**src/rq_pkg.sv**
```systemverilog
// shared types and constants for the rayleigh quotient core
`default_nettype none
package rq_pkg;

  localparam int ACC_W  = 48;
  localparam int TERM_W = 33;
  localparam int OUT_W  = 32;

  localparam logic signed [ACC_W-1:0] ACC_MAX = {1'b0, {(ACC_W-1){1'b1}}};
  localparam logic signed [ACC_W-1:0] ACC_MIN = {1'b1, {(ACC_W-1){1'b0}}};

  localparam logic [OUT_W-1:0] OUT_POS_MAX = {1'b0, {(OUT_W-1){1'b1}}};
  localparam logic [OUT_W-1:0] OUT_NEG_MAX = {1'b1, {(OUT_W-1){1'b0}}};

  localparam int Q_DEPTH = 2;
  localparam int PTR_W   = $clog2(Q_DEPTH);
  localparam int CNT_W   = $clog2(Q_DEPTH + 1);

  typedef struct packed {
    logic signed [ACC_W-1:0] numer;
    logic signed [ACC_W-1:0] denom;
  } rq_sums_t;

  typedef enum logic [1:0] {
    ST_IDLE,
    ST_PREP,
    ST_DIVIDE,
    ST_FINISH
  } rq_state_t;

endpackage
`default_nettype wire

```
**src/rq_front.sv**
```systemverilog
// front end: product stage and saturating multiply-accumulate per element
`default_nettype none
module rq_front import rq_pkg::*; (
  input  wire logic               clk,
  input  wire logic               rst,
  input  wire logic               in_valid,
  output logic                    in_stall,
  input  wire logic signed [15:0] vec_re,
  input  wire logic signed [15:0] vec_im,
  input  wire logic signed [15:0] prod_re,
  input  wire logic signed [15:0] prod_im,
  input  wire logic               last_elem,
  input  wire logic               q_full,
  output logic                    push,
  output rq_sums_t                push_data
);

  logic                    s1_valid;
  logic                    s1_last;
  logic signed [31:0]      p_rr;
  logic signed [31:0]      p_ii;
  logic signed [31:0]      p_vr;
  logic signed [31:0]      p_vi;
  logic signed [ACC_W-1:0] numer_acc;
  logic signed [ACC_W-1:0] denom_acc;
  logic signed [ACC_W-1:0] numer_next;
  logic signed [ACC_W-1:0] denom_next;
  logic signed [TERM_W-1:0] numer_term;
  logic signed [TERM_W-1:0] denom_term;
  logic signed [ACC_W:0]   numer_sum;
  logic signed [ACC_W:0]   denom_sum;
  logic                    advance;

  function automatic logic signed [ACC_W-1:0] sat_acc(input logic signed [ACC_W:0] s);
    logic signed [ACC_W-1:0] r;
    if (s > $signed({ACC_MAX[ACC_W-1], ACC_MAX})) begin
      r = ACC_MAX;
    end else if (s < $signed({ACC_MIN[ACC_W-1], ACC_MIN})) begin
      r = ACC_MIN;
    end else begin
      r = s[ACC_W-1:0];
    end
    return r;
  endfunction

  // the element pipe only holds when a finished vector cannot enter the queue
  assign advance  = !(s1_valid && s1_last && q_full);
  assign in_stall = !advance;

  assign numer_term = TERM_W'(p_rr) + TERM_W'(p_ii);
  assign denom_term = TERM_W'(p_vr) + TERM_W'(p_vi);
  assign numer_sum  = (ACC_W+1)'(numer_acc) + (ACC_W+1)'(numer_term);
  assign denom_sum  = (ACC_W+1)'(denom_acc) + (ACC_W+1)'(denom_term);
  assign numer_next = sat_acc(numer_sum);
  assign denom_next = sat_acc(denom_sum);

  assign push            = s1_valid && s1_last && !q_full;
  assign push_data.numer = numer_next;
  assign push_data.denom = denom_next;

  always_ff @(posedge clk) begin
    if (rst) begin
      s1_valid  <= 1'b0;
      numer_acc <= '0;
      denom_acc <= '0;
    end else if (advance) begin
      s1_valid <= in_valid;
      if (s1_valid) begin
        if (s1_last) begin
          numer_acc <= '0;
          denom_acc <= '0;
        end else begin
          numer_acc <= numer_next;
          denom_acc <= denom_next;
        end
      end
    end
  end

  always_ff @(posedge clk) begin
    if (advance) begin
      s1_last <= last_elem;
      p_rr    <= vec_re * prod_re;
      p_ii    <= vec_im * prod_im;
      p_vr    <= vec_re * vec_re;
      p_vi    <= vec_im * vec_im;
    end
  end

endmodule
`default_nettype wire

```
**src/rq_queue.sv**
```systemverilog
// short queue of finished sums between front and back end
`default_nettype none
module rq_queue import rq_pkg::*; (
  input  wire logic     clk,
  input  wire logic     rst,
  input  wire logic     push,
  input  wire rq_sums_t push_data,
  output logic          full,
  input  wire logic     pop,
  output logic          q_valid,
  output rq_sums_t      q_data
);

  rq_sums_t         entries [Q_DEPTH];
  logic [PTR_W-1:0] wptr;
  logic [PTR_W-1:0] rptr;
  logic [CNT_W-1:0] count;
  logic             do_pop;

  assign full    = count == CNT_W'(Q_DEPTH);
  assign q_valid = count != '0;
  assign q_data  = entries[rptr];
  assign do_pop  = pop && q_valid;

  always_ff @(posedge clk) begin
    if (rst) begin
      wptr  <= '0;
      rptr  <= '0;
      count <= '0;
    end else begin
      if (push) begin
        wptr <= wptr + PTR_W'(1);
      end
      if (do_pop) begin
        rptr <= rptr + PTR_W'(1);
      end
      if (push && !do_pop) begin
        count <= count + CNT_W'(1);
      end else if (do_pop && !push) begin
        count <= count - CNT_W'(1);
      end
    end
  end

  always_ff @(posedge clk) begin
    if (push) begin
      entries[wptr] <= push_data;
    end
  end

endmodule
`default_nettype wire

```
**src/rq_back.sv**
```systemverilog
// back end: rounded restoring division, saturation and result register
`default_nettype none
module rq_back import rq_pkg::*; (
  input  wire logic        clk,
  input  wire logic        rst,
  input  wire logic        q_valid,
  input  wire rq_sums_t    q_data,
  output logic             pop,
  output logic             out_valid,
  input  wire logic        out_stall,
  output logic signed [31:0] quotient,
  output logic             zero_norm,
  output logic             saturated
);

  rq_state_t         state;
  rq_state_t         state_next;
  logic              neg;
  logic              zero;
  logic [ACC_W-1:0]  mag;
  logic [ACC_W-2:0]  den;
  logic [ACC_W-1:0]  rem;
  logic [OUT_W-1:0]  low;
  logic [OUT_W-1:0]  quo;
  logic              ovf;
  logic [4:0]        cnt;
  logic              load_out;
  logic              prep;
  logic              div_step;
  logic [63:0]       dividend;
  logic [ACC_W-1:0]  trial;
  logic              ge;
  logic [OUT_W-1:0]  res_value;
  logic              res_sat;

  // dividend = |numer| * 2^16 + den/2 gives round half away from zero
  assign dividend = {mag, 16'b0} + {18'b0, den[ACC_W-2:1]};
  assign trial    = {rem[ACC_W-2:0], low[OUT_W-1]};
  assign ge       = trial >= {1'b0, den};

  always_comb begin
    state_next = state;
    unique case (state)
      ST_IDLE:   if (q_valid) state_next = ST_PREP;
      ST_PREP:   state_next = ST_DIVIDE;
      ST_DIVIDE: if (cnt == '0) state_next = ST_FINISH;
      ST_FINISH: if (load_out) state_next = ST_IDLE;
      default:   state_next = ST_IDLE;
    endcase
  end

  always_comb begin
    pop      = 1'b0;
    prep     = 1'b0;
    div_step = 1'b0;
    load_out = 1'b0;
    unique case (state)
      ST_IDLE:   pop = q_valid;
      ST_PREP:   prep = 1'b1;
      ST_DIVIDE: div_step = 1'b1;
      ST_FINISH: load_out = !out_valid || !out_stall;
      default:   pop = 1'b0;
    endcase
  end

  always_comb begin
    res_value = quo;
    res_sat   = 1'b0;
    priority if (zero) begin
      res_value = '0;
    end else if (!neg) begin
      if (ovf || quo[OUT_W-1]) begin
        res_value = OUT_POS_MAX;
        res_sat   = 1'b1;
      end
    end else begin
      if (ovf || quo > OUT_NEG_MAX) begin
        res_value = OUT_NEG_MAX;
        res_sat   = 1'b1;
      end else begin
        res_value = -quo;
      end
    end
  end

  always_ff @(posedge clk) begin
    if (rst) begin
      state     <= ST_IDLE;
      out_valid <= 1'b0;
    end else begin
      state <= state_next;
      if (load_out) begin
        out_valid <= 1'b1;
      end else if (!out_stall) begin
        out_valid <= 1'b0;
      end
    end
  end

  always_ff @(posedge clk) begin
    if (pop) begin
      neg  <= q_data.numer[ACC_W-1];
      zero <= q_data.denom[ACC_W-1] || (q_data.denom == '0);
      mag  <= q_data.numer[ACC_W-1] ? ACC_W'(-q_data.numer) : ACC_W'(q_data.numer);
      den  <= q_data.denom[ACC_W-2:0];
    end
    if (prep) begin
      // a high half not below the divisor means the quotient needs more than 32 bits
      ovf <= {16'b0, dividend[63:32]} >= {1'b0, den};
      rem <= {16'b0, dividend[63:32]};
      low <= dividend[31:0];
      cnt <= 5'd31;
    end
    if (div_step) begin
      rem <= ge ? trial - {1'b0, den} : trial;
      low <= {low[OUT_W-2:0], 1'b0};
      quo <= {quo[OUT_W-2:0], ge};
      cnt <= cnt - 5'd1;
    end
    if (load_out) begin
      quotient   <= $signed(res_value);
      zero_norm  <= zero;
      saturated  <= res_sat;
    end
  end

endmodule
`default_nettype wire

```
**src/rayleigh_quotient_core.sv**
```systemverilog
// top level of the rayleigh quotient core
//
//  channel   direction  handshake            beat contents
//  in        sink       in_valid/in_stall    vec_re vec_im prod_re prod_im last_elem
//  out       source     out_valid/out_stall  quotient zero_norm saturated
//
// the front end takes one element beat per cycle into the multiply-accumulators while in_stall is low
// the back end works on one vector at a time: pop, setup, 32 divide steps, output load
// a two-entry queue of finished sums lets short vectors run ahead of the divider
// in_stall rises only when a last element finds the queue full
// rst clears accumulators, queue pointers, divider state and out_valid
`default_nettype none
module rayleigh_quotient_core import rq_pkg::*; (
  input  wire logic               clk,
  input  wire logic               rst,
  input  wire logic               in_valid,
  output logic                    in_stall,
  input  wire logic signed [15:0] vec_re,
  input  wire logic signed [15:0] vec_im,
  input  wire logic signed [15:0] prod_re,
  input  wire logic signed [15:0] prod_im,
  input  wire logic               last_elem,
  output logic                    out_valid,
  input  wire logic               out_stall,
  output logic signed [31:0]      quotient,
  output logic                    zero_norm,
  output logic                    saturated
);

  logic     push;
  rq_sums_t push_data;
  logic     q_full;
  logic     q_valid;
  rq_sums_t q_data;
  logic     pop;

  rq_front u_front (
    .clk       (clk),
    .rst       (rst),
    .in_valid  (in_valid),
    .in_stall  (in_stall),
    .vec_re    (vec_re),
    .vec_im    (vec_im),
    .prod_re   (prod_re),
    .prod_im   (prod_im),
    .last_elem (last_elem),
    .q_full    (q_full),
    .push      (push),
    .push_data (push_data)
  );

  rq_queue u_queue (
    .clk       (clk),
    .rst       (rst),
    .push      (push),
    .push_data (push_data),
    .full      (q_full),
    .pop       (pop),
    .q_valid   (q_valid),
    .q_data    (q_data)
  );

  rq_back u_back (
    .clk        (clk),
    .rst        (rst),
    .q_valid    (q_valid),
    .q_data     (q_data),
    .pop        (pop),
    .out_valid  (out_valid),
    .out_stall  (out_stall),
    .quotient   (quotient),
    .zero_norm  (zero_norm),
    .saturated  (saturated)
  );

endmodule
`default_nettype wire

```
**config.mk**
```make
export PLATFORM = sky130hd
export DESIGN_NAME = rayleigh_quotient_core
export DESIGN_NICKNAME = d
export VERILOG_FILES = /design/src/rq_pkg.sv /design/src/rq_front.sv /design/src/rq_queue.sv /design/src/rq_back.sv /design/src/rayleigh_quotient_core.sv
export SDC_FILE = /design/constraint.sdc
export NUM_CORES = 2
export LEC_CHECK = 0
export BUFFER_PORTS_ARGS = -buffer_cell sky130_fd_sc_hd__buf_2
export CAP_MARGIN = 30
export CELL_PAD_IN_SITES_DETAIL_PLACEMENT = 0
export CELL_PAD_IN_SITES_GLOBAL_PLACEMENT = 1
export CORE_MARGIN = 5
export CORE_UTILIZATION = 53
export DETAILED_ROUTE_END_ITERATION = 12
export GPL_TIMING_DRIVEN = 0
export PLACE_DENSITY = 0.9
export RECOVER_POWER = 25
export SLEW_MARGIN = 5
export SYNTH_ARGS = -nofsm -noshare
export SYNTH_HDL_FRONTEND = slang
export SYNTH_SLANG_ARGS = --single-unit
```
**constraint.sdc**
```tcl
create_clock -name clk -period 10 [get_ports clk]
set_input_delay 2 -clock clk [delete_from_list [all_inputs] [get_ports clk]]
set_output_delay 2 -clock clk [all_outputs]
set_load 0.1 [all_outputs]
```
# After elaboration in Yosys (flattened, before gate mapping)

Memories as Yosys holds them, arrays and structs flattened. A register that Yosys moved wholly into a read port is not among the register bits.
Index checks and enable logic that the tools add are counted.
Widths: inputs -> output; s select.

Memories: 1
Word-level logic and storage cells: 120
Memory bits (read-only): 0
Input bits: 69
Bits in writable memories: 192
Bits in registers: 481
Output and inout port bits: 36
Bits in latches: 0

Memories:

| memory          | words | width | read ports | clocked after Yosys merged registers in | wr ports | line           | text |
|---|---|---|---|---|---|---|---|
| u_queue.entries | 2     | 96    | 1          | 1                                       | 1        | rq_queue.sv:14 | `rq_sums_t entries [Q_DEPTH];` |

Reduce and logical (&&, ||, !) cells: 23
Bitwise logic cells: 1
Shift-type cells: 0
Equality and inequality tests: 8
Add/sub/neg operators: 13
Div/mod/pow operators: 0
Mux-type cells: 36
$lt $le $gt $ge: 7
$mul: 4

Operators with widths:

| cell                 | count |
|---|---|
| $mux 48              | 6 |
| $mux 47              | 4 |
| $mux 32              | 5 |
| $mul 16x16->32       | 4 |
| $add 48x33->49       | 2 |
| $gt 49x48->1 const B | 2 |
| $lt 49x48->1 const B | 2 |
| $add 32x32->33       | 2 |
| $add 64x46->64       | 1 |
| $ge 48x47->1         | 1 |
| $logic_not 48->1     | 1 |
| $neg 48->48          | 1 |
| $ge 32x47->1         | 1 |
| $sub 47x47->47       | 1 |
| $gt 32x32->1 const B | 1 |
| $neg 32->32          | 1 |
| $mux 1               | 13 |
| $mux 2               | 5 |
| $mux 5               | 2 |
| $ne 2x1->1 const B   | 4 |
| $pmux 2 s4           | 1 |
| $eq 2x2->1 const B   | 3 |
| $logic_and 1x1->1    | 6 |
| $reduce_bool 2->1    | 3 |
| 12 further kinds     | 20 |

# Logic depth before layout (Yosys ltp)

Word-level depth: 7
Mapped depth: 27
Mapped depth without buffers: 26

# By module

From an unflattened synthesis, not the netlist that was laid out.

Cells, all modules: 7481
Area total of the unflattened synthesis: 76010.4 um^2

Modules (own cells, without submodules):

| module   | cells each | times used | sequential area each (um^2) | area each (um^2) |
|---|---|---|---|---|
| rq_front | 5536       | 1          | 5755.5                      | 52238.9 |
| rq_back  | 1624       | 1          | 7497.2                      | 16434.5 |
| rq_queue | 321        | 1          | 5865.6                      | 7337.0 |

# Least setup slack after synthesis

Ideal clock, no wire load.

Path type: input to register
Start point: in vec_re[10]
End point: reg u_front.p_rr[31], data pin
Data arrival time: 8.494 ns
Buffers on the path: 2
Library setup time: 0.260 ns
Data required time: 9.740 ns
Stages: 22
Setup slack: 1.246 ns
Cell sequence: clkbuf_1 > clkbuf_1 > nand2_1 > fa_1 > fa_1 > fa_1 > fa_1 > inv_1 > fa_1 > fa_1 > ha_1 > a211o_1 > a2111oi_0 > nor3_1 > a311o_1 > o31a_1 > a311oi_1 > o32ai_1 > nor3_1 > o21ai_0 > a21oi_1 > xnor2_1

Word-level cells in the longest chain between the ends: 1

RTL lines:

| item                 | line                         | text |
|---|---|---|
| from (decl)          | rayleigh_quotient_core.sv:18 | `input wire logic signed [15:0] vec_re,` |
| $mul 16x16->32       | rq_front.sv:83               | `p_rr <= vec_re * prod_re;` |
| to (signal assigned) | rq_front.sv:83               |  |
| to (decl)            | rq_front.sv:20               | `logic signed [31:0] p_rr;` |

Every way passes these cells.
A chain may end at the register's enable or synchronous reset.

# Worst setup path in the final report

Same ends and word-level chain as after synthesis.

==> results.py <==
metrics = {
    "outcome": {
        "status": "finished with violations",
        "violations": "capacitance limit, slew limit",
    },
    "die": {
        "start_util_pct": 53.2,
        "dieWidth_um": 389,
        "dieHeight_um": 389,
        "core_sq_mm": 0.143,
        "ios": 105,
        "die_area_sq_mm": 0.151,
        "rows": 139,
    },
    "clocking": {
        "max-clock-path-buffers": 3,
        "cts_htree_levels": 3,
        "clock-sinks": 672,
        "cts-root-buf": "clkbuf_16",
        "path_clk_slew_ns": 0.07,
        "cts_inserted_buffers": 66,
        "cts_tree": "yes",
        "postCtsSetupBuffers": 0,
        "clk_latency_ns": 0.63,
    },
    "global_route": {
        "grt-ovfl-total": 0,
        "antenna_found_initial": 15,
        "grt_max_degree": 78,
        "grt_pass1_wl_um": 324000,
        "grt_pass1_vias": 58000,
        "grt_use_total_pct": 27.4,
    },
    "timing": {
        "fin_crit_sh_pct": 96.9,
        "fin_ws_ns": 0.308,
        "skew_ns": 0.0299,
        "worst_pin_slew_ns": 3.87,
        "setup_viol": 0,
        "fmax_mhz": 103,
        "finalHoldViolCount": 0,
        "rsz0062_at_grt": "yes",
        "min_period_ns": 9.69,
        "finalMaxSlewViolations": 260,
        "relSlewSlack_pct": -158,
    },
    "worst_setup_path": {
        "worstReg2RegEnd": "u_back.mag[34]",
        "worstPathArrival_ns": 10.06,
        "worst-r2r-setup-slack_ns": 2.14,
        "crit_path_cell_trace": "buf_1, clkbuf_1, nand2_1, fa_1, fa_1, fa_1, fa_1, inv_1, fa_1, fa_1, ha_1, a211o_1, a2111oi_0, nor3_1, a311o_1, o31a_1, a311oi_2, o32ai_1, nor3_1, o21ai_0, a21oi_1, xnor2_1, buf_4",
        "crit_path_end_kind": "flip-flop",
        "worstSetupPathType": "in2reg",
        "reg2reg_depth": 20,
        "cpPeakStageDelay_ns": 0.58,
        "worstSetupStartpointType": "input port",
        "crit_required_ns": 10.37,
        "cp_common_cell": "fa_1",
        "crit_fanout": 10,
        "slowest_stage": "fa_1",
    },
    "final_layout": {
        "layout.nets": 9555,
        "layout-drive-gt1-share_pct": 4.40,
        "seq_area_sq_mm": 0.0191,
        "fillers": 12300,
        "multiInputGateArea_sq_mm": 0.0509,
        "areaGrowthSynthToFinish_pct": 7.25,
    },
    "yosys": {
        "synthCells": 7649,
        "synth_area_leader_cell": "fa_1",
        "synth_seq_cells": 672,
        "syn-cell-area_sq_mm": 0.0761,
        "yosysWarnings": 0,
        "synth_seq_area_share_pct": 25.1,
        "syn_nets": 9368,
        "ys.flop_type": "edfxtp_1",
        "netlist_top_cells_area": "fa_1, edfxtp_1, ha_1",
        "async_flop_share_pct": 0,
        "synth_edf_count": 566,
        "ys_types": 92,
        "synth_top_area_share_pct": 28.7,
        "yosys-top-cells-count": "inv_1, fa_1, nand2_1",
        "synth_area_per_cell_sq_um": 9.95,
        "yosysMostFrequentCell": "inv_1",
    },
    "drt": {
        "wl_per_cell_um": 21.0,
        "dr.pass1.iters": 7,
        "vias_per_cell": 5.66,
        "finalWirelength_um": 206000,
        "vias": 55500,
        "ant_nets": 0,
        "drcViolationCount": 0,
        "drt_iter0_drc": 4259,
    },
    "worst_hold_path": {
        "hold_class": "reg2reg",
        "hold_end": "u_front.numer_acc[43]",
        "hold_path_startpoint": "u_front.numer_acc[43]",
        "holdPathStages": 2,
    },
    "place": {
        "io_buffers": 97,
        "hpwl_um": 170000,
        "gp_congestion": 0.974,
        "place_worst_setup_slack_ns": -0.632,
    },
    "job": {
        "maxCapViolations": 5,
    },
}
==> cell families (layout without fill, tap and decap cells) <==
group / count (synthesis) / in the layout / share of synthesized area [%]
compound gates: 1269 / 1269 / 10.6
xor+xnor: 381 / 381 / 4.38
fa+ha+maj: 1677 / 1677 / 38.2
buf+inv: 1625 / 1866 / 8.06
flops: 672 / 672 / 25.1
mux: 113 / 113 / 1.58
other cells: 2 / 9 / 0.00987
simple gates: 1910 / 1910 / 12.0
==> cell type report <==
| cell class | instances | area share [%] |
|---|---|---|
| multi-input combinational | 5352 | 62.3 |
| buffer | 279 | 1.33 |
| antenna | 7 | 0.0215 |
| tap | 1903 | 2.92 |
| clock buffer | 76 | 2.12 |
| timing repair buffer | 121 | 0.943 |
| sequential | 672 | 23.4 |
| inverter | 1344 | 6.18 |
| clock inverter | 46 | 0.722 |
==> worst max-delay path, delay by kind of cell <==
kind,cells,cell delay (ns)
compound gates,8,2.55
xor+xnor,1,0.15
fa+ha+maj,7,3.43
buf+inv,4,1.37
simple gates,3,0.55
==> metrics by stage <==
step                instances  util (%)  hold WS, ns  TNS, ns  instance area [sq um]
floorplan                7649         -        0.426        0                  76100
global placement         9649      55.2        0.473   -92.99                  79000
detailed placement       9672      55.5        0.483    -3.73                  79400
CTS                      9794      57.1        0.492        0                  81700
global route             9795      57.0        0.516  -0.0487                  81600
finish                   9800      57.0        0.489        0                  81600
==> metal layers <==
layer | global-route usage, % | up-vias | share of wire [%] | routed length, um
li1 | - | 25300 | - | -
met1 | 35.6 | 27700 | 40 | 82500
met2 | 46.8 | 1943 | 49 | 101000
met3 | 3.50 | 478 | 6.4 | 13200
met4 | 10.8 | 4 | 4.6 | 9420
met5 | 0 | - | 0.017 | 34
==> sequential cells by signal (all words and copies together) (netlist names), 5 cells and up, named ones only <==
| signal | count |
|---|---|
| u_front.p_rr | 32 |
| u_back.den | 47 |
| u_back.quo | 32 |
| u_back.mag | 48 |
| u_queue.entries | 192 |
| u_back.low | 32 |
| u_front.p_vi | 31 |
| u_back.cnt | 5 |
| u_front.numer_acc | 48 |
| u_front.denom_acc | 48 |
| u_front.p_vr | 31 |
| u_front.p_ii | 32 |
| u_back.quotient | 32 |
| u_back.rem | 47 |
==> worst max-delay path by stage <==
stage / startpoint / slack, ns / endpoint
after floorplan: vec_re[10] / 1.25 / u_front.p_rr[31]
after global placement: vec_re[9] / -1.31 / u_front.p_rr[30]
after detailed placement: vec_re[8] / -0.63 / u_front.p_rr[31]
after CTS: vec_re[8] / 0.01 / u_front.p_rr[31]
after global routing: vec_im[10] / -0.05 / u_front.p_vi[30]
final: vec_re[10] / 0.31 / u_front.p_rr[31]
==> placed cells by master, fill, tap and decap left out, drive strengths merged, types with 22 or more instances in the layout <==
| cell type | n |
|---|---|
| inv | 1349 |
| fa | 1091 |
| nand2 | 709 |
| edfxtp | 566 |
| ha | 559 |
| nor2 | 400 |
| a21oi | 365 |
| and2 | 345 |
| clkbuf | 343 |
| o21ai | 318 |
| xnor2 | 255 |
| a21o | 148 |
| buf | 130 |
| xor2 | 126 |
| dfxtp | 106 |
| nor3 | 82 |
| nand2b | 60 |
| mux2 | 59 |
| nand3 | 57 |
| mux2i | 54 |
| o21a | 52 |
| nand4 | 50 |
| a22o | 46 |
| nor2b | 45 |
| a31oi | 45 |
| and3 | 39 |
| o21bai | 37 |
| a211oi | 35 |
| or3 | 34 |
| maj3 | 27 |
| clkinv | 26 |
| o211ai | 23 |
| nor4 | 22 |
==> repair_timing <==
item | in CTS | in global routing
setup endpoints to repair | 0 | 8
resized for setup | 0 | 10
endpoints found under the hold margin | 0 | 0
hold buffers | 0 | 0
Power is not shown: default switching activity piles up to over one toggle a cycle in this logic, so the estimate is an artifact.
